<file path="src/rtl/token_bucket_rate_limiter_core_assert.svh">
// Assertion macros used by the token bucket rate limiter core.
`ifndef TOKEN_BUCKET_RATE_LIMITER_CORE_ASSERT_SVH
`define TOKEN_BUCKET_RATE_LIMITER_CORE_ASSERT_SVH

// Same-cycle implication, checked on every rising edge out of reset.
`define TBRL_ASSERT_NOW(label, ante, cons, msg) \
  label: assert property (@(posedge clk) disable iff (!rst_n) (ante) |-> (cons)) \
    else $error(msg);

// Next-cycle implication, checked on every rising edge out of reset.
`define TBRL_ASSERT_NEXT(label, ante, cons, msg) \
  label: assert property (@(posedge clk) disable iff (!rst_n) (ante) |=> (cons)) \
    else $error(msg);

`endif

</file>
<file path="src/rtl/tbrl_pkg.sv">
// Shared constants and codes for the token bucket rate limiter.
`timescale 1ns / 1ps

package tbrl_pkg;

  // Port field widths.
  localparam int NOW_W      = 48;
  localparam int COUNT_W    = 16;
  localparam int TIMEOUT_W  = 16;
  localparam int WAIT_W     = 48;
  localparam int INTERVAL_W = 40;
  localparam int CAP_W      = 16;
  localparam int CFG_IDX_W  = 2;
  localparam int CFG_DATA_W = INTERVAL_W;

  // Datapath formats.
  localparam int TIME_BITS     = 48;
  localparam int FRACTION_BITS = 16;
  localparam int INTERVAL_FRAC = 8;
  localparam int SCALE_SHIFT   = FRACTION_BITS + INTERVAL_FRAC;
  localparam int STORE_W       = CAP_W + FRACTION_BITS;
  localparam int QUO_W         = STORE_W + 1;
  localparam int EXTRA_W       = INTERVAL_W + STORE_W - SCALE_SHIFT;
  localparam int ADV_W         = ((EXTRA_W > TIME_BITS) ? EXTRA_W : TIME_BITS) + 1;
  localparam int MS_TO_US      = 1000;
  localparam int TMO_W         = TIMEOUT_W + 10;

  // Iteration counts of the serial divider and multiplier.
  localparam int DIV_STEPS = TIME_BITS + SCALE_SHIFT;
  localparam int MUL_STEPS = STORE_W;
  localparam int CNT_W     = $clog2(DIV_STEPS + 1);

  localparam logic [TIME_BITS-1:0]  TIME_MAX       = '1;
  localparam logic [INTERVAL_W-1:0] INTERVAL_RESET = INTERVAL_W'(256000);
  localparam logic [CAP_W-1:0]      CAPACITY_RESET = CAP_W'(1);

  // Request opcodes.
  localparam logic OP_ACQUIRE = 1'b0;
  localparam logic OP_TRY     = 1'b1;

  // Configuration register indexes.
  localparam logic [CFG_IDX_W-1:0] REG_INTERVAL = CFG_IDX_W'(0);
  localparam logic [CFG_IDX_W-1:0] REG_CAPACITY = CFG_IDX_W'(1);

endpackage

</file>
<file path="src/rtl/token_bucket_rate_limiter_core.sv">
// Token bucket rate limiter with a bit-serial refill divider and overdraft multiplier.
//
//   channel  direction  handshake             beat contents
//   in       input      in_valid / in_stall   opcode, now_time, permit_count, timeout_ms
//   out      output     out_valid / out_stall granted, delay_us
//   cfg      input      cfg_valid / cfg_ready register index, write data
//
// A refusal goes from the timeout check straight to the result. A grant runs the check, a
// refill if time has passed (a bit-serial divide if the interval is nonzero), the spend, an
// overdraft multiply if the interval is nonzero, the advance and the result. A finished
// result waits in the output register while the next request runs; a second result holds
// the core until out_stall drops. Synchronous reset fills the bucket at capacity 1, and
// configuration writes are taken only while no request is in progress.
`timescale 1ns / 1ps

module token_bucket_rate_limiter_core
  import tbrl_pkg::*;
(
  input  logic                  clk,
  input  logic                  rst_n,
  input  logic                  in_valid,
  output logic                  in_stall,
  input  logic                  in_opcode,
  input  logic [NOW_W-1:0]      in_now_time,
  input  logic [COUNT_W-1:0]    in_permit_count,
  input  logic [TIMEOUT_W-1:0]  in_timeout_ms,
  output logic                  out_valid,
  input  logic                  out_stall,
  output logic                  out_granted,
  output logic [WAIT_W-1:0]     out_delay_us,
  input  logic                  cfg_valid,
  output logic                  cfg_ready,
  input  logic [CFG_IDX_W-1:0]  cfg_index,
  input  logic [CFG_DATA_W-1:0] cfg_wdata
);

  localparam logic [2:0] ST_IDLE    = 3'd0;
  localparam logic [2:0] ST_CHECK   = 3'd1;
  localparam logic [2:0] ST_DIV     = 3'd2;
  localparam logic [2:0] ST_REFILL  = 3'd3;
  localparam logic [2:0] ST_SPEND   = 3'd4;
  localparam logic [2:0] ST_MUL     = 3'd5;
  localparam logic [2:0] ST_ADVANCE = 3'd6;
  localparam logic [2:0] ST_RESULT  = 3'd7;

  // Control and architectural state.
  logic [2:0]            state_r, state_nxt;
  logic                  out_valid_r, out_valid_nxt;
  logic [INTERVAL_W-1:0] ival_r, ival_nxt;
  logic [CAP_W-1:0]      cap_r, cap_nxt;
  logic [STORE_W-1:0]    stored_r, stored_nxt;
  logic [TIME_BITS-1:0]  nft_r, nft_nxt;

  // Request and datapath registers.
  logic                  op_r, op_nxt;
  logic [TIME_BITS-1:0]  now_r, now_nxt;
  logic [COUNT_W-1:0]    want_r, want_nxt;
  logic [TMO_W-1:0]      tmo_r, tmo_nxt;
  logic [TIME_BITS-1:0]  num_r, num_nxt;
  logic [INTERVAL_W-1:0] rem_r, rem_nxt;
  logic [QUO_W-1:0]      q_r, q_nxt;
  logic                  qovf_r, qovf_nxt;
  logic [CNT_W-1:0]      cnt_r, cnt_nxt;
  logic [INTERVAL_W-1:0] acc_r, acc_nxt;
  logic [STORE_W-1:0]    mpl_r, mpl_nxt;
  logic                  res_grant_r, res_grant_nxt;
  logic [WAIT_W-1:0]     res_wait_r, res_wait_nxt;
  logic                  out_granted_r, out_granted_nxt;
  logic [WAIT_W-1:0]     out_wait_r, out_wait_nxt;

  // Combinational helpers.
  logic [STORE_W-1:0]    cap_fixed;
  logic [STORE_W-1:0]    want_fixed;
  logic [TIME_BITS:0]    lim;
  logic                  refuse;
  logic [INTERVAL_W:0]   trial;
  logic                  trial_ge;
  logic [INTERVAL_W:0]   trial_diff;
  logic [STORE_W-1:0]    add;
  logic [STORE_W:0]      refill_sum;
  logic [STORE_W-1:0]    spend;
  logic [STORE_W-1:0]    fresh;
  logic [INTERVAL_W:0]   mul_sum;
  logic [EXTRA_W-1:0]    extra;
  logic [ADV_W-1:0]      adv_sum;
  logic                  in_fire;
  logic                  out_fire;

  assign cap_fixed  = {cap_r, FRACTION_BITS'(0)};
  assign want_fixed = {want_r, FRACTION_BITS'(0)};
  assign in_fire    = in_valid && !in_stall;
  assign out_fire   = out_valid_r && !out_stall;

  assign in_stall      = (state_r != ST_IDLE);
  assign cfg_ready     = (state_r == ST_IDLE);
  assign out_valid     = out_valid_r;
  assign out_granted   = out_granted_r;
  assign out_delay_us  = out_wait_r;

  // Deadline of a try-acquire; the top bit flags an overflow of the time width.
  assign lim    = {1'b0, now_r} + (TIME_BITS + 1)'(tmo_r);
  assign refuse = (op_r == OP_TRY) && !lim[TIME_BITS] && ({1'b0, nft_r} > lim);

  // One restoring division step: bring down the next elapsed-time bit.
  assign trial      = {rem_r, num_r[TIME_BITS-1]};
  assign trial_ge   = trial >= {1'b0, ival_r};
  assign trial_diff = trial - {1'b0, ival_r};

  // The quotient saturates at capacity; a zero interval fills the bucket at once.
  assign add = ((ival_r == '0) || qovf_r || (q_r > QUO_W'(cap_fixed))) ?
               cap_fixed : q_r[STORE_W-1:0];
  assign refill_sum = {1'b0, stored_r} + {1'b0, add};

  assign spend = (want_fixed < stored_r) ? want_fixed : stored_r;
  assign fresh = want_fixed - spend;

  // Shift-add multiply of the overdraft by the interval, multiplier LSB first.
  assign mul_sum = {1'b0, acc_r} + (mpl_r[0] ? {1'b0, ival_r} : (INTERVAL_W + 1)'(0));
  assign extra   = {acc_r, mpl_r[STORE_W-1:SCALE_SHIFT]};
  assign adv_sum = ADV_W'(nft_r) + ADV_W'(extra);

  always_comb begin
    state_nxt       = state_r;
    out_valid_nxt   = out_valid_r;
    ival_nxt        = ival_r;
    cap_nxt         = cap_r;
    stored_nxt      = stored_r;
    nft_nxt         = nft_r;
    op_nxt          = op_r;
    now_nxt         = now_r;
    want_nxt        = want_r;
    tmo_nxt         = tmo_r;
    num_nxt         = num_r;
    rem_nxt         = rem_r;
    q_nxt           = q_r;
    qovf_nxt        = qovf_r;
    cnt_nxt         = cnt_r;
    acc_nxt         = acc_r;
    mpl_nxt         = mpl_r;
    res_grant_nxt   = res_grant_r;
    res_wait_nxt    = res_wait_r;
    out_granted_nxt = out_granted_r;
    out_wait_nxt    = out_wait_r;

    if (out_fire) begin
      out_valid_nxt = 1'b0;
    end

    if (cfg_valid && cfg_ready) begin
      unique case (cfg_index)
        REG_INTERVAL: ival_nxt = cfg_wdata[INTERVAL_W-1:0];
        REG_CAPACITY: begin
          cap_nxt    = cfg_wdata[CAP_W-1:0];
          stored_nxt = {cfg_wdata[CAP_W-1:0], FRACTION_BITS'(0)};
        end
        default: ;
      endcase
    end

    unique case (state_r)
      ST_IDLE: begin
        if (in_fire) begin
          op_nxt    = in_opcode;
          now_nxt   = TIME_BITS'(in_now_time);
          want_nxt  = in_permit_count;
          tmo_nxt   = TMO_W'(in_timeout_ms) * TMO_W'(MS_TO_US);
          state_nxt = ST_CHECK;
        end
      end
      ST_CHECK: begin
        if (refuse) begin
          res_grant_nxt = 1'b0;
          res_wait_nxt  = '0;
          state_nxt     = ST_RESULT;
        end else begin
          res_grant_nxt = 1'b1;
          if (now_r > nft_r) begin
            num_nxt  = now_r - nft_r;
            rem_nxt  = '0;
            q_nxt    = '0;
            qovf_nxt = 1'b0;
            cnt_nxt  = CNT_W'(DIV_STEPS);
            state_nxt = (ival_r == '0) ? ST_REFILL : ST_DIV;
          end else begin
            state_nxt = ST_SPEND;
          end
        end
      end
      ST_DIV: begin
        rem_nxt  = trial_ge ? trial_diff[INTERVAL_W-1:0] : trial[INTERVAL_W-1:0];
        num_nxt  = {num_r[TIME_BITS-2:0], 1'b0};
        q_nxt    = {q_r[QUO_W-2:0], trial_ge};
        qovf_nxt = qovf_r | q_r[QUO_W-1];
        cnt_nxt  = cnt_r - CNT_W'(1);
        if (cnt_r == CNT_W'(1)) begin
          state_nxt = ST_REFILL;
        end
      end
      ST_REFILL: begin
        stored_nxt = (refill_sum > {1'b0, cap_fixed}) ? cap_fixed : refill_sum[STORE_W-1:0];
        nft_nxt    = now_r;
        state_nxt  = ST_SPEND;
      end
      ST_SPEND: begin
        res_wait_nxt = WAIT_W'(nft_r - now_r);
        stored_nxt   = stored_r - spend;
        acc_nxt      = '0;
        cnt_nxt      = CNT_W'(MUL_STEPS);
        if ((fresh == '0) || (ival_r == '0)) begin
          mpl_nxt   = '0;
          state_nxt = ST_ADVANCE;
        end else begin
          mpl_nxt   = fresh;
          state_nxt = ST_MUL;
        end
      end
      ST_MUL: begin
        acc_nxt = mul_sum[INTERVAL_W:1];
        mpl_nxt = {mul_sum[0], mpl_r[STORE_W-1:1]};
        cnt_nxt = cnt_r - CNT_W'(1);
        if (cnt_r == CNT_W'(1)) begin
          state_nxt = ST_ADVANCE;
        end
      end
      ST_ADVANCE: begin
        nft_nxt   = (adv_sum > ADV_W'(TIME_MAX)) ? TIME_MAX : adv_sum[TIME_BITS-1:0];
        state_nxt = ST_RESULT;
      end
      ST_RESULT: begin
        if (!out_valid_r || !out_stall) begin
          out_valid_nxt   = 1'b1;
          out_granted_nxt = res_grant_r;
          out_wait_nxt    = res_wait_r;
          state_nxt       = ST_IDLE;
        end
      end
      default: state_nxt = ST_IDLE;
    endcase
  end

  always_ff @(posedge clk) begin
    if (!rst_n) begin
      state_r     <= ST_IDLE;
      out_valid_r <= 1'b0;
      ival_r      <= INTERVAL_RESET;
      cap_r       <= CAPACITY_RESET;
      stored_r    <= {CAPACITY_RESET, FRACTION_BITS'(0)};
      nft_r       <= '0;
    end else begin
      state_r     <= state_nxt;
      out_valid_r <= out_valid_nxt;
      ival_r      <= ival_nxt;
      cap_r       <= cap_nxt;
      stored_r    <= stored_nxt;
      nft_r       <= nft_nxt;
    end
  end

  always_ff @(posedge clk) begin
    op_r          <= op_nxt;
    now_r         <= now_nxt;
    want_r        <= want_nxt;
    tmo_r         <= tmo_nxt;
    num_r         <= num_nxt;
    rem_r         <= rem_nxt;
    q_r           <= q_nxt;
    qovf_r        <= qovf_nxt;
    cnt_r         <= cnt_nxt;
    acc_r         <= acc_nxt;
    mpl_r         <= mpl_nxt;
    res_grant_r   <= res_grant_nxt;
    res_wait_r    <= res_wait_nxt;
    out_granted_r <= out_granted_nxt;
    out_wait_r    <= out_wait_nxt;
  end

`include "token_bucket_rate_limiter_core_assert.svh"

  // The bucket never holds more than its capacity.
  `TBRL_ASSERT_NOW(a_stored_capped, 1'b1, stored_r <= cap_fixed, "stored permits above capacity")
  // A refused request reports no wait.
  `TBRL_ASSERT_NOW(a_refused_no_wait, out_valid_r && !out_granted_r, out_wait_r == '0, "refusal with wait")
  // An accepted beat always starts with the timeout check.
  `TBRL_ASSERT_NEXT(a_accept_check, in_fire, state_r == ST_CHECK, "accepted beat skipped check")
  // The multiplier only runs with a nonzero interval.
  `TBRL_ASSERT_NOW(a_mul_interval, state_r == ST_MUL, ival_r != '0, "multiply with zero interval")

endmodule
</file>
<file path="config.mk">
export PLATFORM = sky130hd
export DESIGN_NAME = token_bucket_rate_limiter_core
export DESIGN_NICKNAME = d
export VERILOG_FILES = /design/src/rtl/tbrl_pkg.sv /design/src/rtl/token_bucket_rate_limiter_core.sv
export VERILOG_INCLUDE_DIRS = /design/src /design/src/rtl
export SDC_FILE = /design/constraint.sdc
export NUM_CORES = 2
export LEC_CHECK = 0
export ABC_AREA = 1
export BUFFER_PORTS_ARGS = -buffer_cell sky130_fd_sc_hd__buf_2
export CAP_MARGIN = 5
export CORE_MARGIN = 4
export CORE_UTILIZATION = 60
export CTS_BUF_LIST = sky130_fd_sc_hd__clkbuf_8
export DETAILED_ROUTE_END_ITERATION = 16
export MAX_ROUTING_LAYER = met4
export PLACE_DENSITY = 0.77
export SKIP_LAST_GASP = 1
export SYNTH_ARGS = -nofsm -noshare
export SYNTH_HDL_FRONTEND = slang
export SYNTH_SLANG_ARGS = --single-unit
</file>
<file path="constraint.sdc">
create_clock -name clk -period 8.11 [get_ports clk]
set_clock_uncertainty 0.1 [all_clocks]
set_input_delay 1.622 -clock clk [delete_from_list [all_inputs] [get_ports clk]]
set_output_delay 1.622 -clock clk [all_outputs]
set_load 0.02 [all_outputs]
</file>
==> metrics <==
status=complete, no violations; die span in x=278 um; synthesized area per cell=7.63 sq um; largest cells by area after synthesis=edfxtp_1 (27%), ha_1 (13%), a21oi_1 (8.8%); dpl hpwl=111 mm; prevailing post-synth register cell=edfxtp_1; count of cell types in the netlist=68; Hold Crit Class=flop to flop; Longest Clk Path Bufs=3; Port Buffers=179; CP Class=flop to flop; LEAKAGE=0.0218 uW; Worst VDD drop=0.000452 V; Slew Limit Headroom=15.7%; via count=41700; fin crit period=7.27 ns; cell area after layout=47500 sq um; FF-to-FF setup slack=0.84 ns; ys async rst share=0%; number of synthesized register bits=527; Final period util=89.7%; CTS buffer count=92; drt first pass iters=14; Core Footprint=72000 sq um; register area share after synthesis=32.9%; Comb power frac=59.9%; most numerous cell in the Yosys netlist=nand2_1; routability cong.=1.01; reg2reg start=ival_r[3]$_SDFFE_PN0P_; MaxCap Viol Count=0; Hold Path Sink=out_delay_us[40]$_DFFE_PP_; pin count of the biggest net entering global routing=88; measured slew at the worst slew-check pin=1.26 ns; post-CTS resize count=0; CP startpoint kind=flop; Synth top cells by count=nand2_1 (893), inv_1 (859), a21oi_1 (770); CTS tree=done; cell taking the most area after synthesis=edfxtp_1; slowest CP cell=nor4_1; CP arrival=7.80 ns; drt wl/cell=20.1 um; CP max FO=48; initial antenna violation count=3; first-pass GRT wire length=216 mm; via count normalized by instance count=6.01; RR Endpoint=stored_r[1]$_SDFFE_PN0P_; cell area after placement=45600 sq um; Cell Int Power=9020 uW; Root Buffer Master=clkbuf_8; fillers=6302; post-CTS setup buffers=0; hold path startpoint=res_wait_r[40]$_SDFFCE_PN0P_; die area=77400 sq um; final WL=140 mm; syn nets=6393; # IOs=180; Crit path required time=8.63 ns; Initial Utilization=60.9%; max-slew violations=0; vias in the first global route=40100; Net Switching=9190 uW; Top cell by count, worst path=nand2_1; # rows=98; hold path cells=0; Clk pwr share=14.1%; Final Hold Fails=0; worst hold margin=0.316 ns; DRC=0; YS warnings=0; register area=14400 sq um; Mapped Cells=5746; Multi-input gate area=25600 sq um; Fmax achieved=137 MHz; worst skew pair latency=0.71 ns; Flop pwr share=26.0%; RSZ-0062 raised after global routing=no; area grow syn2layout=8.45%; Crit. End Element=flop; final setup fails=0; Switching Fraction=50.5%; setup tns final=0 ns; ANT nets after route=0; gr usage total=35.9%; CTS Hold Buffers Added=0; H-Tree Depth=3; Critical Path Max Stage Delay=0.62 ns; drt first-iter violations=4306; layout cells sized above 1=6.90%; Post-Syn Area=43800 sq um; Final #Nets=6553; clock sink total=527; Synth top area share=26.5%; worst-case reg-to-reg path depth=31; Die Height=278 um; GR Overflow Total=0; number of synthesized flops with an enable pin=387; Worst-path clk slew=0.07 ns; power per cell area=383 nW/um^2
==> worst max-delay path by stage <==
stage / from / end / slack [ns] / cells past startpoint
global route: ival_r[5]$_SDFFE_PN0P_ / stored_r[11]$_SDFFE_PN0P_ / 0.12 / 28
finish: ival_r[3]$_SDFFE_PN0P_ / stored_r[1]$_SDFFE_PN0P_ / 0.84 / 31
floorplan: now_r[5]$_DFFE_PP_ / cnt_r[0]$_DFFE_PP_ / 1.22 / 30
detailed placement: ival_r[3]$_SDFFE_PN0P_ / stored_r[1]$_SDFFE_PN0P_ / 0.96 / 31
CTS: ival_r[3]$_SDFFE_PN0P_ / stored_r[1]$_SDFFE_PN0P_ / 0.91 / 31
global placement: ival_r[5]$_SDFFE_PN0P_ / stored_r[0]$_SDFFE_PN0P_ / 1.17 / 31
==> placed cells by master, fill, tap and decap left out, drive strengths merged, types with 36 or more instances in the layout <==
cell type | synthesis | layout
nand4 | 68 | 68
buf | 19 | 214
o21a | 43 | 43
xnor2 | 83 | 83
inv | 870 | 896
clkbuf | 129 | 100
dfxtp | 140 | 140
ha | 458 | 458
a21oi | 771 | 771
xor2 | 135 | 135
nand3 | 169 | 169
clkinv | 2 | 39
fa | 61 | 61
nor3 | 55 | 55
o211ai | 36 | 36
a31oi | 67 | 67
nand2 | 899 | 899
nor4 | 36 | 36
nor2 | 526 | 526
o22ai | 43 | 43
edfxtp | 387 | 387
o21ai | 573 | 573
==> power by group through the flow <==
stage / sequential, uW / clock (uW) / combinational [uW]
3_3_place_gp: 4740 / 0 / 10400
3_5_place_dp: 4750 / 0 / 10600
5_1_grt: 4790 / 2720 / 12100
4_1_cts: 4710 / 2590 / 10700
6_report: 4740 / 2570 / 10900
2_1_floorplan: 4520 / 0 / 7800
==> metal layers <==
layer | part of all wire [%] | vias to the layer above | track usage (%)
met2 | 46 | 1941 | 58.2
met5 | 0 | - | -
met1 | 41 | 19300 | 44.7
met4 | 5.5 | 0 | 16.8
met3 | 7.5 | 464 | 4.63
li1 | - | 20000 | -
==> final cells by class <==
type                    instances  area share (%)
repair buffers                214            2.46
well taps                     950            2.50
diodes                          4          0.0211
clock buffers                 100            2.90
clock inverters                72            1.07
multi-input cells            4199            53.8
inverters                     872            6.89
flip-flops and latches        527            30.4
==> logic make-up (layout without fill, tap and decap cells) <==
| kind of cell | count (synthesis) | in the layout | share of synthesized area [%] |
|---|---|---|---|
| and+or+nand+nor | 1776 | 1776 | 16.8 |
| buffers and inverters | 1020 | 1258 | 8.88 |
| AOI/OAI and AO/OA | 1685 | 1685 | 21.2 |
| xor gates and xnor gates | 218 | 218 | 4.37 |
| DFF | 527 | 527 | 32.9 |
| other | 1 | 5 | 0.00856 |
| adders and majority gates | 519 | 519 | 15.9 |
==> worst max-delay path, delay by kind of cell, from the launching register on <==
| family | cells | cell delay, ns |
|---|---|---|
| buffers and inverters | 4 | 0.81 |
| AND/OR/NAND/NOR | 18 | 3.71 |
| XOR/XNOR | 1 | 0.18 |
| adder cells (fa/ha/maj) | 3 | 0.99 |
| AO/OA/AOI/OAI | 5 | 1.06 |
| flip-flops | 1 | 0.32 |
==> metrics by stage <==
stage / util, % / std cells / total power [uW] / setup slack, ns
after global routing: 66.0 / 6937 / 19600 / 0.120
after floorplan: - / 5746 / 12300 / 1.22
after detailed placement: 63.4 / 6762 / 15400 / 0.959
after global placement: 63.4 / 6762 / 15200 / 1.17
final: 66.0 / 6938 / 18200 / 0.836
after CTS: 66.0 / 6934 / 18000 / 0.913
==> state kept, by name, indices dropped and copies added (netlist names) <==
signal and count:
out_delay_us 48, q_r 33, stored_r 32, cnt_r 7, qovf_r 1, cap_r 16, op_r 1, mpl_r 32
num_r 48, out_valid 1, ival_r 40, tmo_r 23, nft_r 48, acc_r 40, state_r 3, res_grant_r 1
res_wait_r 48, want_r 16, now_r 48, rem_r 40, out_granted 1
No activity file was read; power rests on OpenSTA's default activity.
